==> src/rtl/tick_task_scheduler_table_assert.svh <==
// assertion helpers for the scheduler top module
`ifndef TICK_TASK_SCHEDULER_TABLE_ASSERT_SVH
`define TICK_TASK_SCHEDULER_TABLE_ASSERT_SVH

// same-cycle implication, checked outside reset
`define TTS_ASSERT_NOW(label, ante, cons, msg) \
  label: assert property (@(posedge clk) disable iff (!rst_n) (ante) |-> (cons)) \
    else $error(msg);

// next-cycle implication, checked outside reset
`define TTS_ASSERT_NEXT(label, ante, cons, msg) \
  label: assert property (@(posedge clk) disable iff (!rst_n) (ante) |=> (cons)) \
    else $error(msg);

`endif

==> src/rtl/tts_pkg.sv <==
package tts_pkg;

  localparam int MAX_TASKS    = 16;
  localparam int TICK_MS      = 10;
  localparam int RESULT_LIMIT = 16;

  localparam int IDX_W  = (MAX_TASKS > 1) ? $clog2(MAX_TASKS) : 1;
  localparam int CNT_W  = $clog2(MAX_TASKS + 1);
  localparam int RES_W  = $clog2(RESULT_LIMIT + 1);
  localparam int TIU_W  = 5;
  localparam int TAG_W  = 8;
  localparam int MS_W   = 20;
  localparam int TCK_W  = 16;
  localparam int RUNS_W = 8;

  // ms to ticks by reciprocal multiply
  localparam int RECIP_SH = MS_W + 1;
  localparam longint RECIP = (64'd1 << RECIP_SH) / TICK_MS;
  localparam int PROD_W   = MS_W + RECIP_SH + 1;
  localparam int TMUL_W   = $clog2(TICK_MS + 1);
  localparam int BACK_W   = MS_W + TMUL_W;

  // action codes
  localparam logic [1:0] ACT_ADD      = 2'd0;
  localparam logic [1:0] ACT_TICK     = 2'd1;
  localparam logic [1:0] ACT_DISPATCH = 2'd2;
  localparam logic [1:0] ACT_NONE     = 2'd3;

  // result status codes
  localparam logic [2:0] STS_ADDED = 3'd0;
  localparam logic [2:0] STS_FULL  = 3'd1;
  localparam logic [2:0] STS_TICK  = 3'd2;
  localparam logic [2:0] STS_RUN   = 3'd3;
  localparam logic [2:0] STS_IDLE  = 3'd4;

  // cell update codes
  localparam logic [1:0] CELL_KEEP = 2'd0;
  localparam logic [1:0] CELL_TICK = 2'd1;
  localparam logic [1:0] CELL_DEC  = 2'd2;
  localparam logic [1:0] CELL_LOAD = 2'd3;

  typedef struct packed {
    logic [1:0]       action;
    logic [TAG_W-1:0] task_tag;
    logic [MS_W-1:0]  delay_ms;
    logic [MS_W-1:0]  period_ms;
  } in_item_t;

  typedef struct packed {
    logic [2:0]       status;
    logic [TAG_W-1:0] run_tag;
    logic [TIU_W-1:0] tasks_in_use;
    logic             last;
  } out_item_t;

  typedef struct packed {
    logic [TAG_W-1:0]  tag;
    logic [TCK_W-1:0]  delay;
    logic [TCK_W-1:0]  period;
    logic [RUNS_W-1:0] runs;
  } entry_t;

  typedef struct packed {
    logic       shift;
    logic [1:0] op;
    entry_t     rep;
  } cell_cmd_t;

endpackage

==> src/rtl/tts_cell.sv <==
module tts_cell (
  input  logic               clk,
  input  tts_pkg::cell_cmd_t cmd,
  input  tts_pkg::entry_t    nbr,
  output tts_pkg::entry_t    ent
);

  tts_pkg::entry_t ent_r;
  tts_pkg::entry_t ent_nxt;

  // take the neighbor's entry, updated on the way in
  always_comb begin
    ent_nxt = ent_r;
    if (cmd.shift) begin
      ent_nxt = nbr;
      unique case (cmd.op)
        tts_pkg::CELL_KEEP: ent_nxt = nbr;
        tts_pkg::CELL_TICK: begin
          if (nbr.delay != '0) begin
            ent_nxt.delay = nbr.delay - 16'd1;
          end else begin
            ent_nxt.delay = nbr.period;
            if (nbr.runs != '1) begin
              ent_nxt.runs = nbr.runs + 8'd1;
            end
          end
        end
        tts_pkg::CELL_DEC: ent_nxt.runs = nbr.runs - 8'd1;
        tts_pkg::CELL_LOAD: ent_nxt = cmd.rep;
      endcase
    end
  end

  always_ff @(posedge clk) begin
    ent_r <= ent_nxt;
  end

  assign ent = ent_r;

endmodule

==> src/rtl/tts_conv.sv <==
module tts_conv (
  input  logic                      clk,
  input  logic                      en,
  input  logic [tts_pkg::MS_W-1:0]  ms,
  output logic [tts_pkg::TCK_W-1:0] ticks
);

  localparam int MSW  = tts_pkg::MS_W;
  localparam int TKW  = tts_pkg::TCK_W;
  localparam int PW   = tts_pkg::PROD_W;
  localparam int BW   = tts_pkg::BACK_W;
  localparam int SH   = tts_pkg::RECIP_SH;

  logic [PW-1:0]  prod;
  logic [MSW-1:0] q0_r;
  logic [MSW-1:0] q0_nxt;
  logic [BW-1:0]  back_full;
  logic [MSW-1:0] rem;
  logic [MSW-1:0] q;

  // estimate is exact or one low
  assign prod   = PW'(ms) * PW'(tts_pkg::RECIP);
  assign q0_nxt = prod[SH +: MSW];

  always_ff @(posedge clk) begin
    if (en) begin
      q0_r <= q0_nxt;
    end
  end

  // remainder check fixes the estimate
  assign back_full = BW'(q0_r) * BW'(tts_pkg::TICK_MS);
  assign rem       = ms - back_full[MSW-1:0];
  assign q         = (rem >= MSW'(tts_pkg::TICK_MS)) ? q0_r + MSW'(1) : q0_r;
  assign ticks     = (|q[MSW-1:TKW]) ? '1 : q[TKW-1:0];

endmodule

==> src/rtl/tick_task_scheduler_table.sv <==
// task table walk: each add, tick or dispatch item takes one full turn of the cell ring
//   between the prepare and done states; no new item is taken until the block is idle again
// final result registered in the done state, after the prepare state and the walk;
//   a stall on a run result holds the walk, and a stall holds the done state
// action 3 is taken in the idle state and gives no result
// reset clears the task count and the handshake state; table cells are not cleared
module tick_task_scheduler_table (
  input  logic               clk,
  input  logic               rst_n,
  input  logic               in_valid,
  output logic               in_stall,
  input  tts_pkg::in_item_t  in_data,
  output logic               out_valid,
  input  logic               out_stall,
  output tts_pkg::out_item_t out_data
);

  localparam int N  = tts_pkg::MAX_TASKS;
  localparam int IW = tts_pkg::IDX_W;
  localparam int CW = tts_pkg::CNT_W;
  localparam int RW = tts_pkg::RES_W;
  localparam int TW = tts_pkg::TIU_W;

  // sequencer states
  localparam logic [1:0] S_IDLE = 2'd0;
  localparam logic [1:0] S_PREP = 2'd1;
  localparam logic [1:0] S_WALK = 2'd2;
  localparam logic [1:0] S_DONE = 2'd3;

  logic [1:0]         state_r, state_nxt;
  tts_pkg::in_item_t  op_r;
  logic [IW-1:0]      step_r, step_nxt;
  logic [CW-1:0]      count_r, count_nxt;
  logic [RW-1:0]      nres_r, nres_nxt;
  logic               add_ok_r, add_ok_nxt;
  logic               pend_v_r, pend_v_nxt;
  tts_pkg::out_item_t pend_r, pend_nxt;
  logic               out_v_r, out_v_nxt;
  tts_pkg::out_item_t out_r, out_nxt;

  tts_pkg::entry_t    ent [N];
  tts_pkg::entry_t    head;
  tts_pkg::entry_t    moved;
  tts_pkg::entry_t    new_ent;
  tts_pkg::cell_cmd_t body_cmd;
  tts_pkg::cell_cmd_t tail_cmd;

  logic [tts_pkg::TCK_W-1:0] delay_tk;
  logic [tts_pkg::TCK_W-1:0] period_tk;

  logic          in_fire;
  logic          out_free;
  logic          examine;
  logic          ready;
  logic          del;
  logic          at_last;
  logic          push_walk;
  logic          advance;
  logic          walk_end;
  logic [CW-1:0] step_ext;
  logic [CW-1:0] count_dec;
  logic [CW-1:0] mv_full;
  logic [IW-1:0] mv_idx;

  // ------------------------------------------------------------------
  // ring of cells: cell k takes cell k+1 each step, the tail takes the
  // head after the update; one full turn brings every entry home
  // ------------------------------------------------------------------
  for (genvar k = 0; k < N; k++) begin : g_cell
    if (k == N - 1) begin : g_tail
      tts_cell u_cell (
        .clk (clk),
        .cmd (tail_cmd),
        .nbr (ent[0]),
        .ent (ent[k])
      );
    end else begin : g_body
      tts_cell u_cell (
        .clk (clk),
        .cmd (body_cmd),
        .nbr (ent[k+1]),
        .ent (ent[k])
      );
    end
  end

  // ms to ticks for a new task, estimate registered in the prepare cycle
  tts_conv u_conv_delay (
    .clk   (clk),
    .en    (state_r == S_PREP),
    .ms    (op_r.delay_ms),
    .ticks (delay_tk)
  );

  tts_conv u_conv_period (
    .clk   (clk),
    .en    (state_r == S_PREP),
    .ms    (op_r.period_ms),
    .ticks (period_tk)
  );

  assign new_ent.tag    = op_r.task_tag;
  assign new_ent.delay  = delay_tk;
  assign new_ent.period = period_tk;
  assign new_ent.runs   = '0;

  // ------------------------------------------------------------------
  // walk decode: table position step_r sits in cell 0
  // ------------------------------------------------------------------
  assign head      = ent[0];
  assign step_ext  = CW'(step_r);
  assign count_dec = count_r - CW'(1);
  assign examine   = step_ext < count_r;
  assign ready     = (state_r == S_WALK) && (op_r.action == tts_pkg::ACT_DISPATCH) &&
                     examine && (nres_r < RW'(tts_pkg::RESULT_LIMIT)) &&
                     (head.runs != '0);
  assign del       = ready && (head.period == '0);
  assign at_last   = step_ext == count_dec;

  // last valid entry sits count-1-step cells down the ring
  assign mv_full   = count_dec - step_ext;
  assign mv_idx    = mv_full[IW-1:0];
  assign moved     = ent[mv_idx];

  assign out_free  = !out_v_r || !out_stall;
  // a new run result pushes the held one out
  assign push_walk = ready && pend_v_r;
  assign advance   = (state_r == S_WALK) && (!push_walk || out_free);
  assign walk_end  = step_r == IW'(N - 1);
  assign in_fire   = in_valid && !in_stall;

  assign body_cmd.shift = advance;
  assign body_cmd.op    = tts_pkg::CELL_KEEP;
  assign body_cmd.rep   = new_ent;

  // update applied to the head on its way to the tail
  always_comb begin
    tail_cmd.shift = advance;
    tail_cmd.op    = tts_pkg::CELL_KEEP;
    tail_cmd.rep   = new_ent;
    priority if (op_r.action == tts_pkg::ACT_TICK && examine) begin
      tail_cmd.op = tts_pkg::CELL_TICK;
    end else if (op_r.action == tts_pkg::ACT_ADD && add_ok_r && step_ext == count_r) begin
      tail_cmd.op = tts_pkg::CELL_LOAD;
    end else if (ready) begin
      // one-shot task leaves: last entry fills its slot unless it is the last itself
      if (del && !at_last) begin
        tail_cmd.op  = tts_pkg::CELL_LOAD;
        tail_cmd.rep = moved;
      end else begin
        tail_cmd.op = tts_pkg::CELL_DEC;
      end
    end else begin
      tail_cmd.op = tts_pkg::CELL_KEEP;
    end
  end

  // ------------------------------------------------------------------
  // sequencer and result path
  // ------------------------------------------------------------------
  always_comb begin
    state_nxt  = state_r;
    step_nxt   = step_r;
    count_nxt  = count_r;
    nres_nxt   = nres_r;
    add_ok_nxt = add_ok_r;
    pend_v_nxt = pend_v_r;
    pend_nxt   = pend_r;
    out_v_nxt  = out_v_r;
    out_nxt    = out_r;

    // output register drains on a transfer
    if (out_v_r && !out_stall) begin
      out_v_nxt = 1'b0;
    end

    unique case (state_r)
      S_IDLE: begin
        if (in_fire && in_data.action != tts_pkg::ACT_NONE) begin
          state_nxt  = S_PREP;
          step_nxt   = '0;
          nres_nxt   = '0;
          pend_v_nxt = 1'b0;
        end
      end
      S_PREP: begin
        add_ok_nxt = count_r < CW'(N);
        state_nxt  = S_WALK;
      end
      S_WALK: begin
        if (advance) begin
          if (ready) begin
            if (pend_v_r) begin
              out_nxt   = pend_r;
              out_v_nxt = 1'b1;
            end
            pend_nxt.status       = tts_pkg::STS_RUN;
            pend_nxt.run_tag      = head.tag;
            pend_nxt.tasks_in_use = TW'(del ? count_dec : count_r);
            pend_nxt.last         = 1'b0;
            pend_v_nxt            = 1'b1;
            nres_nxt              = nres_r + RW'(1);
            if (del) begin
              count_nxt = count_dec;
            end
          end
          if (walk_end) begin
            state_nxt = S_DONE;
          end else begin
            step_nxt = step_r + IW'(1);
          end
        end
      end
      S_DONE: begin
        if (out_free) begin
          out_v_nxt  = 1'b1;
          pend_v_nxt = 1'b0;
          state_nxt  = S_IDLE;
          unique case (op_r.action)
            tts_pkg::ACT_ADD: begin
              out_nxt.status       = add_ok_r ? tts_pkg::STS_ADDED : tts_pkg::STS_FULL;
              out_nxt.run_tag      = op_r.task_tag;
              out_nxt.tasks_in_use = TW'(add_ok_r ? count_r + CW'(1) : count_r);
              out_nxt.last         = 1'b1;
              if (add_ok_r) begin
                count_nxt = count_r + CW'(1);
              end
            end
            tts_pkg::ACT_TICK: begin
              out_nxt.status       = tts_pkg::STS_TICK;
              out_nxt.run_tag      = '0;
              out_nxt.tasks_in_use = TW'(count_r);
              out_nxt.last         = 1'b1;
            end
            default: begin
              // dispatch: the held run result closes the burst; with none held, an idle result is given
              if (pend_v_r) begin
                out_nxt      = pend_r;
                out_nxt.last = 1'b1;
              end else begin
                out_nxt.status       = tts_pkg::STS_IDLE;
                out_nxt.run_tag      = '0;
                out_nxt.tasks_in_use = TW'(count_r);
                out_nxt.last         = 1'b1;
              end
            end
          endcase
        end
      end
    endcase
  end

  always_ff @(posedge clk) begin
    if (!rst_n) begin
      state_r  <= S_IDLE;
      step_r   <= '0;
      count_r  <= '0;
      nres_r   <= '0;
      add_ok_r <= 1'b0;
      pend_v_r <= 1'b0;
      out_v_r  <= 1'b0;
    end else begin
      state_r  <= state_nxt;
      step_r   <= step_nxt;
      count_r  <= count_nxt;
      nres_r   <= nres_nxt;
      add_ok_r <= add_ok_nxt;
      pend_v_r <= pend_v_nxt;
      out_v_r  <= out_v_nxt;
    end
  end

  // payload, no reset
  always_ff @(posedge clk) begin
    if (in_fire) begin
      op_r <= in_data;
    end
    pend_r <= pend_nxt;
    out_r  <= out_nxt;
  end

  assign in_stall  = state_r != S_IDLE;
  assign out_valid = out_v_r;
  assign out_data  = out_r;

  `include "tick_task_scheduler_table_assert.svh"

  `TTS_ASSERT_NOW(a_idle_no_pend, state_r == S_IDLE, !pend_v_r, "run result held while idle")
  `TTS_ASSERT_NOW(a_count_max, 1'b1, count_r <= CW'(N), "task count above table size")
  `TTS_ASSERT_NEXT(a_del_count, advance && del, count_r == $past(count_dec), "delete lost count")
  `TTS_ASSERT_NEXT(a_walk_len, advance && walk_end, state_r == S_DONE, "walk did not finish")
  `TTS_ASSERT_NEXT(a_push_out, advance && push_walk, out_v_r, "run result dropped")

endmodule

==> config.mk <==
export PLATFORM = sky130hd
export DESIGN_NAME = tick_task_scheduler_table
export DESIGN_NICKNAME = d
export VERILOG_FILES = /design/src/rtl/tts_pkg.sv /design/src/rtl/tts_cell.sv /design/src/rtl/tts_conv.sv /design/src/rtl/tick_task_scheduler_table.sv
export VERILOG_INCLUDE_DIRS = /design/src /design/src/rtl
export SDC_FILE = /design/constraint.sdc
export NUM_CORES = 2
export LEC_CHECK = 0
export BUFFER_PORTS_ARGS = -buffer_cell sky130_fd_sc_hd__buf_4
export CAP_MARGIN = 20
export CORE_MARGIN = 2
export CORE_UTILIZATION = 50
export CTS_CLUSTER_SIZE = 14
export DETAILED_ROUTE_END_ITERATION = 7
export PLACE_DENSITY = 0.73
export REMOVE_ABC_BUFFERS = 1
export SETUP_SLACK_MARGIN = 0.5
export SLEW_MARGIN = 20
export SYNTH_ARGS = -nofsm -noshare
export SYNTH_HDL_FRONTEND = slang
export SYNTH_SLANG_ARGS = --single-unit
==> constraint.sdc <==
create_clock -name clk -period 21.9 [get_ports clk]
set_input_delay 1.095 -clock clk [delete_from_list [all_inputs] [get_ports clk]]
set_output_delay 1.095 -clock clk [all_outputs]
set_load 0.05 [all_outputs]
==> impl_results.html <==
<table>
<tr><th>Metric</th><th>Value</th></tr>
<tr><th colspan="2">Setup path</th></tr>
<tr><td>Sort of element at the end of the critical path</td><td>flop</td></tr>
<tr><td>Arrival time worst endpoint</td><td>7.37 ns</td></tr>
<tr><td>WS Path Type</td><td>flop to flop</td></tr>
<tr><td>Startpoint Class</td><td>flop</td></tr>
<tr><td>Required time at the worst-slack endpoint</td><td>22.37 ns</td></tr>
<tr><td>Crit-path max FO</td><td>19</td></tr>
<tr><th colspan="2">Yosys</th></tr>
<tr><td>Sequential share of the synthesized area</td><td>0.516</td></tr>
<tr><td>Distinct cell type count of the synthesized netlist</td><td>84</td></tr>
<tr><td>Main flop type after synthesis</td><td>sky130_fd_sc_hd__edfxtp_1</td></tr>
<tr><td>Count of flip-flops with a built-in enable after synthesis</td><td>882</td></tr>
<tr><td>Register bit count reported by yosys</td><td>901</td></tr>
<tr><td>Syn Std Cell Area</td><td>52,100 um^2</td></tr>
<tr><td>Average size of a mapped cell</td><td>14.3 um^2</td></tr>
<tr><td>Total number of yosys warnings</td><td>0</td></tr>
<tr><td>Async set or reset register ratio after synthesis</td><td>0</td></tr>
<tr><td>Synthesized instance count</td><td>3,645</td></tr>
<tr><th colspan="2">Clocking</th></tr>
<tr><td>Worst-skew pair later-pin latency</td><td>0.68 ns</td></tr>
<tr><td>Clock slew seen by the registers of the worst setup and hold paths</td><td>0.06 ns</td></tr>
<tr><td>Maximum buffer depth of the clock tree</td><td>3</td></tr>
<tr><td>Setup Buffers After CTS</td><td>0</td></tr>
<tr><td>Root buf cell</td><td>sky130_fd_sc_hd__clkbuf_16</td></tr>
<tr><td>Number of buffers inserted during clock tree synthesis</td><td>92</td></tr>
<tr><td>CTS H-tree depth</td><td>3</td></tr>
<tr><td>Hold Buf Count CTS</td><td>0</td></tr>
<tr><td>Post_cts resized</td><td>0</td></tr>
<tr><td>CTS tree</td><td>done</td></tr>
<tr><td>Sinks on the clock net</td><td>901</td></tr>
<tr><th colspan="2">Global routing</th></tr>
<tr><td>Pin count of the biggest net entering global routing</td><td>200</td></tr>
<tr><td>Wire length of the first global-routing pass</td><td>174,000 um</td></tr>
<tr><td>Antenna violations before repair</td><td>2</td></tr>
<tr><td>Overflow after GRT</td><td>0</td></tr>
<tr><td>Global routing usage summed across all routing layers</td><td>0.207</td></tr>
<tr><td>Vias in the first global route</td><td>30,800</td></tr>
<tr><th colspan="2">Placement</th></tr>
<tr><td>Routability Congestion</td><td>0.925</td></tr>
<tr><td>Half-perimeter wire length after detailed placement</td><td>73,900 um</td></tr>
<tr><td>Number of buffers inserted by port buffering</td><td>72</td></tr>
<tr><th colspan="2">Timing</th></tr>
<tr><td>Final setup violation count</td><td>0</td></tr>
<tr><td>Count of endpoints failing hold in the final timing report</td><td>0</td></tr>
<tr><td>Worst clock skew</td><td>0.0460 ns</td></tr>
<tr><td>Slew HR</td><td>0.266</td></tr>
<tr><td>Peak Freq</td><td>145 MHz</td></tr>
<tr><td>Min cycle time layout</td><td>6.90 ns</td></tr>
<tr><td>Measured slew at the worst slew-check pin</td><td>1.10 ns</td></tr>
<tr><td>RSZ-0062 raised after global routing</td><td>no</td></tr>
<tr><td>Final TNS setup</td><td>0 ns</td></tr>
<tr><td>Max Slew Vio Count</td><td>0</td></tr>
<tr><td>Period Utilization, post-route</td><td>0.315</td></tr>
<tr><th colspan="2">Floorplanning</th></tr>
<tr><td>Die Span Y</td><td>327 um</td></tr>
<tr><td>Chip width</td><td>327 um</td></tr>
<tr><td>Total core area</td><td>103,000 um^2</td></tr>
<tr><td>Total die area</td><td>107,000 um^2</td></tr>
<tr><td>Standard-cell row count</td><td>118</td></tr>
<tr><td>Top-level port count</td><td>73</td></tr>
<tr><td>Initial standard-cell utilization of the core</td><td>0.504</td></tr>
<tr><th colspan="2">Drt</th></tr>
<tr><td>Vias after detailed routing</td><td>30,000</td></tr>
<tr><td>Via-per-instance ratio</td><td>5.79</td></tr>
<tr><td>Drt first pass iters</td><td>5</td></tr>
<tr><td>Post-DRT Antenna Nets</td><td>0</td></tr>
<tr><td>Wirelength per Cell</td><td>21.1 um</td></tr>
<tr><td>Number of DRC violations after detailed routing</td><td>0</td></tr>
<tr><td>Sum of routed wire length over all layers</td><td>109,000 um</td></tr>
<tr><td>Number of violations reported at the end of detailed-routing iteration 0</td><td>2,789</td></tr>
<tr><th colspan="2">Final layout</th></tr>
<tr><td>Share of post-route cells with drive strength above 1</td><td>0.132</td></tr>
<tr><td>Final-stage net count</td><td>4,458</td></tr>
<tr><td>Layout fillers</td><td>8,198</td></tr>
<tr><td>Syn-to-layout area delta</td><td>9.87%</td></tr>
<tr><td>N_diodes</td><td>0</td></tr>
<tr><th colspan="2">Min path</th></tr>
<tr><td>Class of the tightest hold or removal check</td><td>flop to flop</td></tr>
<tr><th colspan="2">Job</th></tr>
<tr><td>Number of max-cap violations</td><td>0</td></tr>
<tr><th colspan="2">Status</th></tr>
<tr><td>Result of the run</td><td>finished clean</td></tr>
</table>
==> layout make-up <==
class / count / area [um^2] / share of cell area
multi-input cells: 2097 / 22900 / 0.400
well taps: 1380 / 1730 / 0.0302
inverters: 532 / 2000 / 0.0350
flip-flops and latches: 901 / 26900 / 0.470
repair buffers: 97 / 769 / 0.0135
clock inverters: 66 / 598 / 0.0105
clock buffers: 104 / 2370 / 0.0414
==> sequential cells by signal, summed over array words and instances, names as in the netlist <==
name and flops:
add_ok_r 1, body_cmd 8, count_r 5, g_cell.g_body.u_cell.ent 720, g_cell.g_tail.u_cell.ent 48, nres_r 5, op_r 42, out_data 17
out_valid 1, pend_r 13, pend_v_r 1, state_r 2, step_r 4, u_conv_delay.q0_r 17, u_conv_period.q0_r 17
==> Yosys cell counts (26+ instances only) <==
cell type                  count  share of area
sky130_fd_sc_hd__nor2_1      124         0.0089
sky130_fd_sc_hd__xnor2_1      60          0.010
sky130_fd_sc_hd__nor3_1       42         0.0040
sky130_fd_sc_hd__ha_1        426           0.10
sky130_fd_sc_hd__inv_1       532          0.038
sky130_fd_sc_hd__edfxtp_1    882           0.51
sky130_fd_sc_hd__a21o_1       31         0.0045
sky130_fd_sc_hd__nand2_1     148          0.011
sky130_fd_sc_hd__o21a_1       26         0.0037
sky130_fd_sc_hd__fa_1        257          0.099
sky130_fd_sc_hd__clkbuf_1     94         0.0068
sky130_fd_sc_hd__a21oi_1     129          0.012
sky130_fd_sc_hd__nand3_1      40         0.0038
sky130_fd_sc_hd__o21ai_0     116          0.011
sky130_fd_sc_hd__mux2i_1      31         0.0060
sky130_fd_sc_hd__mux4_2      215          0.093
sky130_fd_sc_hd__xor2_1       61          0.010
==> metal layers <==
layer / vias up / track usage / share of wire
met3: 188 / 0.0329 / 0.059
met5: - / 0 / 0.00012
met2: 1026 / 0.330 / 0.48
met1: 15100 / 0.295 / 0.44
met4: 2 / 0.0609 / 0.027
li1: 13600 / - / -
==> layout by cell type, fill, tap and decap left out, types with 13 or more instances in the layout <==
master,Yosys,layout
sky130_fd_sc_hd__xnor2_1,60,59
sky130_fd_sc_hd__a211oi_1,16,16
sky130_fd_sc_hd__o211ai_1,18,18
sky130_fd_sc_hd__mux4_2,215,215
sky130_fd_sc_hd__a21oi_1,129,128
sky130_fd_sc_hd__buf_4,1,93
sky130_fd_sc_hd__nand2b_1,22,22
sky130_fd_sc_hd__and2_1,22,21
sky130_fd_sc_hd__nand4_1,21,21
sky130_fd_sc_hd__nand3_1,40,40
sky130_fd_sc_hd__nand2_1,148,148
sky130_fd_sc_hd__a22o_1,14,14
sky130_fd_sc_hd__ha_1,426,424
sky130_fd_sc_hd__inv_1,532,531
sky130_fd_sc_hd__and3_1,22,22
sky130_fd_sc_hd__mux2i_1,31,31
sky130_fd_sc_hd__nor2b_1,16,16
sky130_fd_sc_hd__clkbuf_16,0,93
sky130_fd_sc_hd__fa_1,257,256
sky130_fd_sc_hd__a21o_1,31,31
sky130_fd_sc_hd__xor2_1,61,59
sky130_fd_sc_hd__a31oi_1,22,20
sky130_fd_sc_hd__nor2_1,124,122
sky130_fd_sc_hd__clkinv_1,0,23
sky130_fd_sc_hd__or2_2,13,13
sky130_fd_sc_hd__o21ai_0,116,116
sky130_fd_sc_hd__o22ai_1,20,20
sky130_fd_sc_hd__dfxtp_1,19,19
sky130_fd_sc_hd__edfxtp_1,882,882
sky130_fd_sc_hd__o221ai_1,13,13
sky130_fd_sc_hd__nor4_1,16,16
sky130_fd_sc_hd__o21a_1,26,26
sky130_fd_sc_hd__clkinv_2,0,22
sky130_fd_sc_hd__nor3_1,42,41
==> worst max-delay path, stage by stage (launching register included) <==
cell and delay [ns]:
sky130_fd_sc_hd__edfxtp_1 0.50, sky130_fd_sc_hd__ha_1 0.33, sky130_fd_sc_hd__ha_1 0.22, sky130_fd_sc_hd__fa_1 0.46
sky130_fd_sc_hd__a21o_1 0.20, sky130_fd_sc_hd__a21oi_1 0.21, sky130_fd_sc_hd__o21bai_1 0.09, sky130_fd_sc_hd__a21oi_1 0.22
sky130_fd_sc_hd__o21bai_1 0.09, sky130_fd_sc_hd__a21oi_1 0.26, sky130_fd_sc_hd__o211ai_1 0.16, sky130_fd_sc_hd__and3_1 0.20
sky130_fd_sc_hd__or2_2 0.30, sky130_fd_sc_hd__ha_1 0.41, sky130_fd_sc_hd__a21o_1 0.20, sky130_fd_sc_hd__a211oi_1 0.30
sky130_fd_sc_hd__o21a_1 0.18, sky130_fd_sc_hd__o211ai_1 0.11, sky130_fd_sc_hd__or4_4 0.56, sky130_fd_sc_hd__a211oi_4 0.66
sky130_fd_sc_hd__nor3_1 0.19, sky130_fd_sc_hd__o21ai_4 0.51, sky130_fd_sc_hd__o221ai_1 0.19, sky130_fd_sc_hd__o211ai_1 0.18
==> worst paths after layout <==
check	startpoint	end	slack, ns	cells after the start
max reg2reg	u_conv_delay.q0_r[3]$_DFFE_PN_	g_cell[15].g_tail.u_cell.ent[27]$_DFFE_PP_	15.00	23
min	g_cell[15].g_tail.u_cell.ent[10]$_DFFE_PP_	g_cell[14].g_body.u_cell.ent[10]$_DFFE_PP_	0.40	0
min reg2reg	g_cell[15].g_tail.u_cell.ent[10]$_DFFE_PP_	g_cell[14].g_body.u_cell.ent[10]$_DFFE_PP_	0.40	0
max	u_conv_delay.q0_r[3]$_DFFE_PN_	g_cell[15].g_tail.u_cell.ent[27]$_DFFE_PP_	15.00	23
==> stage by stage <==
stage | hold WS [ns] | utilization | setup slack [ns] | cells | cell area [um^2]
after floorplan | 0.400 | - | 4.89 | 3530 | 51600
after CTS | 0.396 | 0.553 | 14.96 | 5177 | 57200
after detailed placement | 0.405 | 0.524 | 15.02 | 5007 | 54200
after global placement | 0.401 | 0.524 | 15.17 | 5007 | 54200
final | 0.399 | 0.553 | 15.00 | 5177 | 57200
after global routing | 0.406 | 0.553 | 14.53 | 5177 | 57200
==> cell families (layout without fill, tap and decap cells) <==
logic type | count (synthesis) | in the layout | synth area share
adders and majority gates | 683 | 683 | 0.201
AOI/OAI and AO/OA | 504 | 504 | 0.0639
buffers and inverters | 647 | 799 | 0.0471
and+or+nand+nor | 541 | 541 | 0.0518
xor gates and xnor gates | 121 | 121 | 0.0204
DFF | 901 | 901 | 0.516
muxes | 248 | 248 | 0.0994
Power is not shown: default switching activity piles up to over one toggle a cycle in this logic, so the estimate is an artifact.
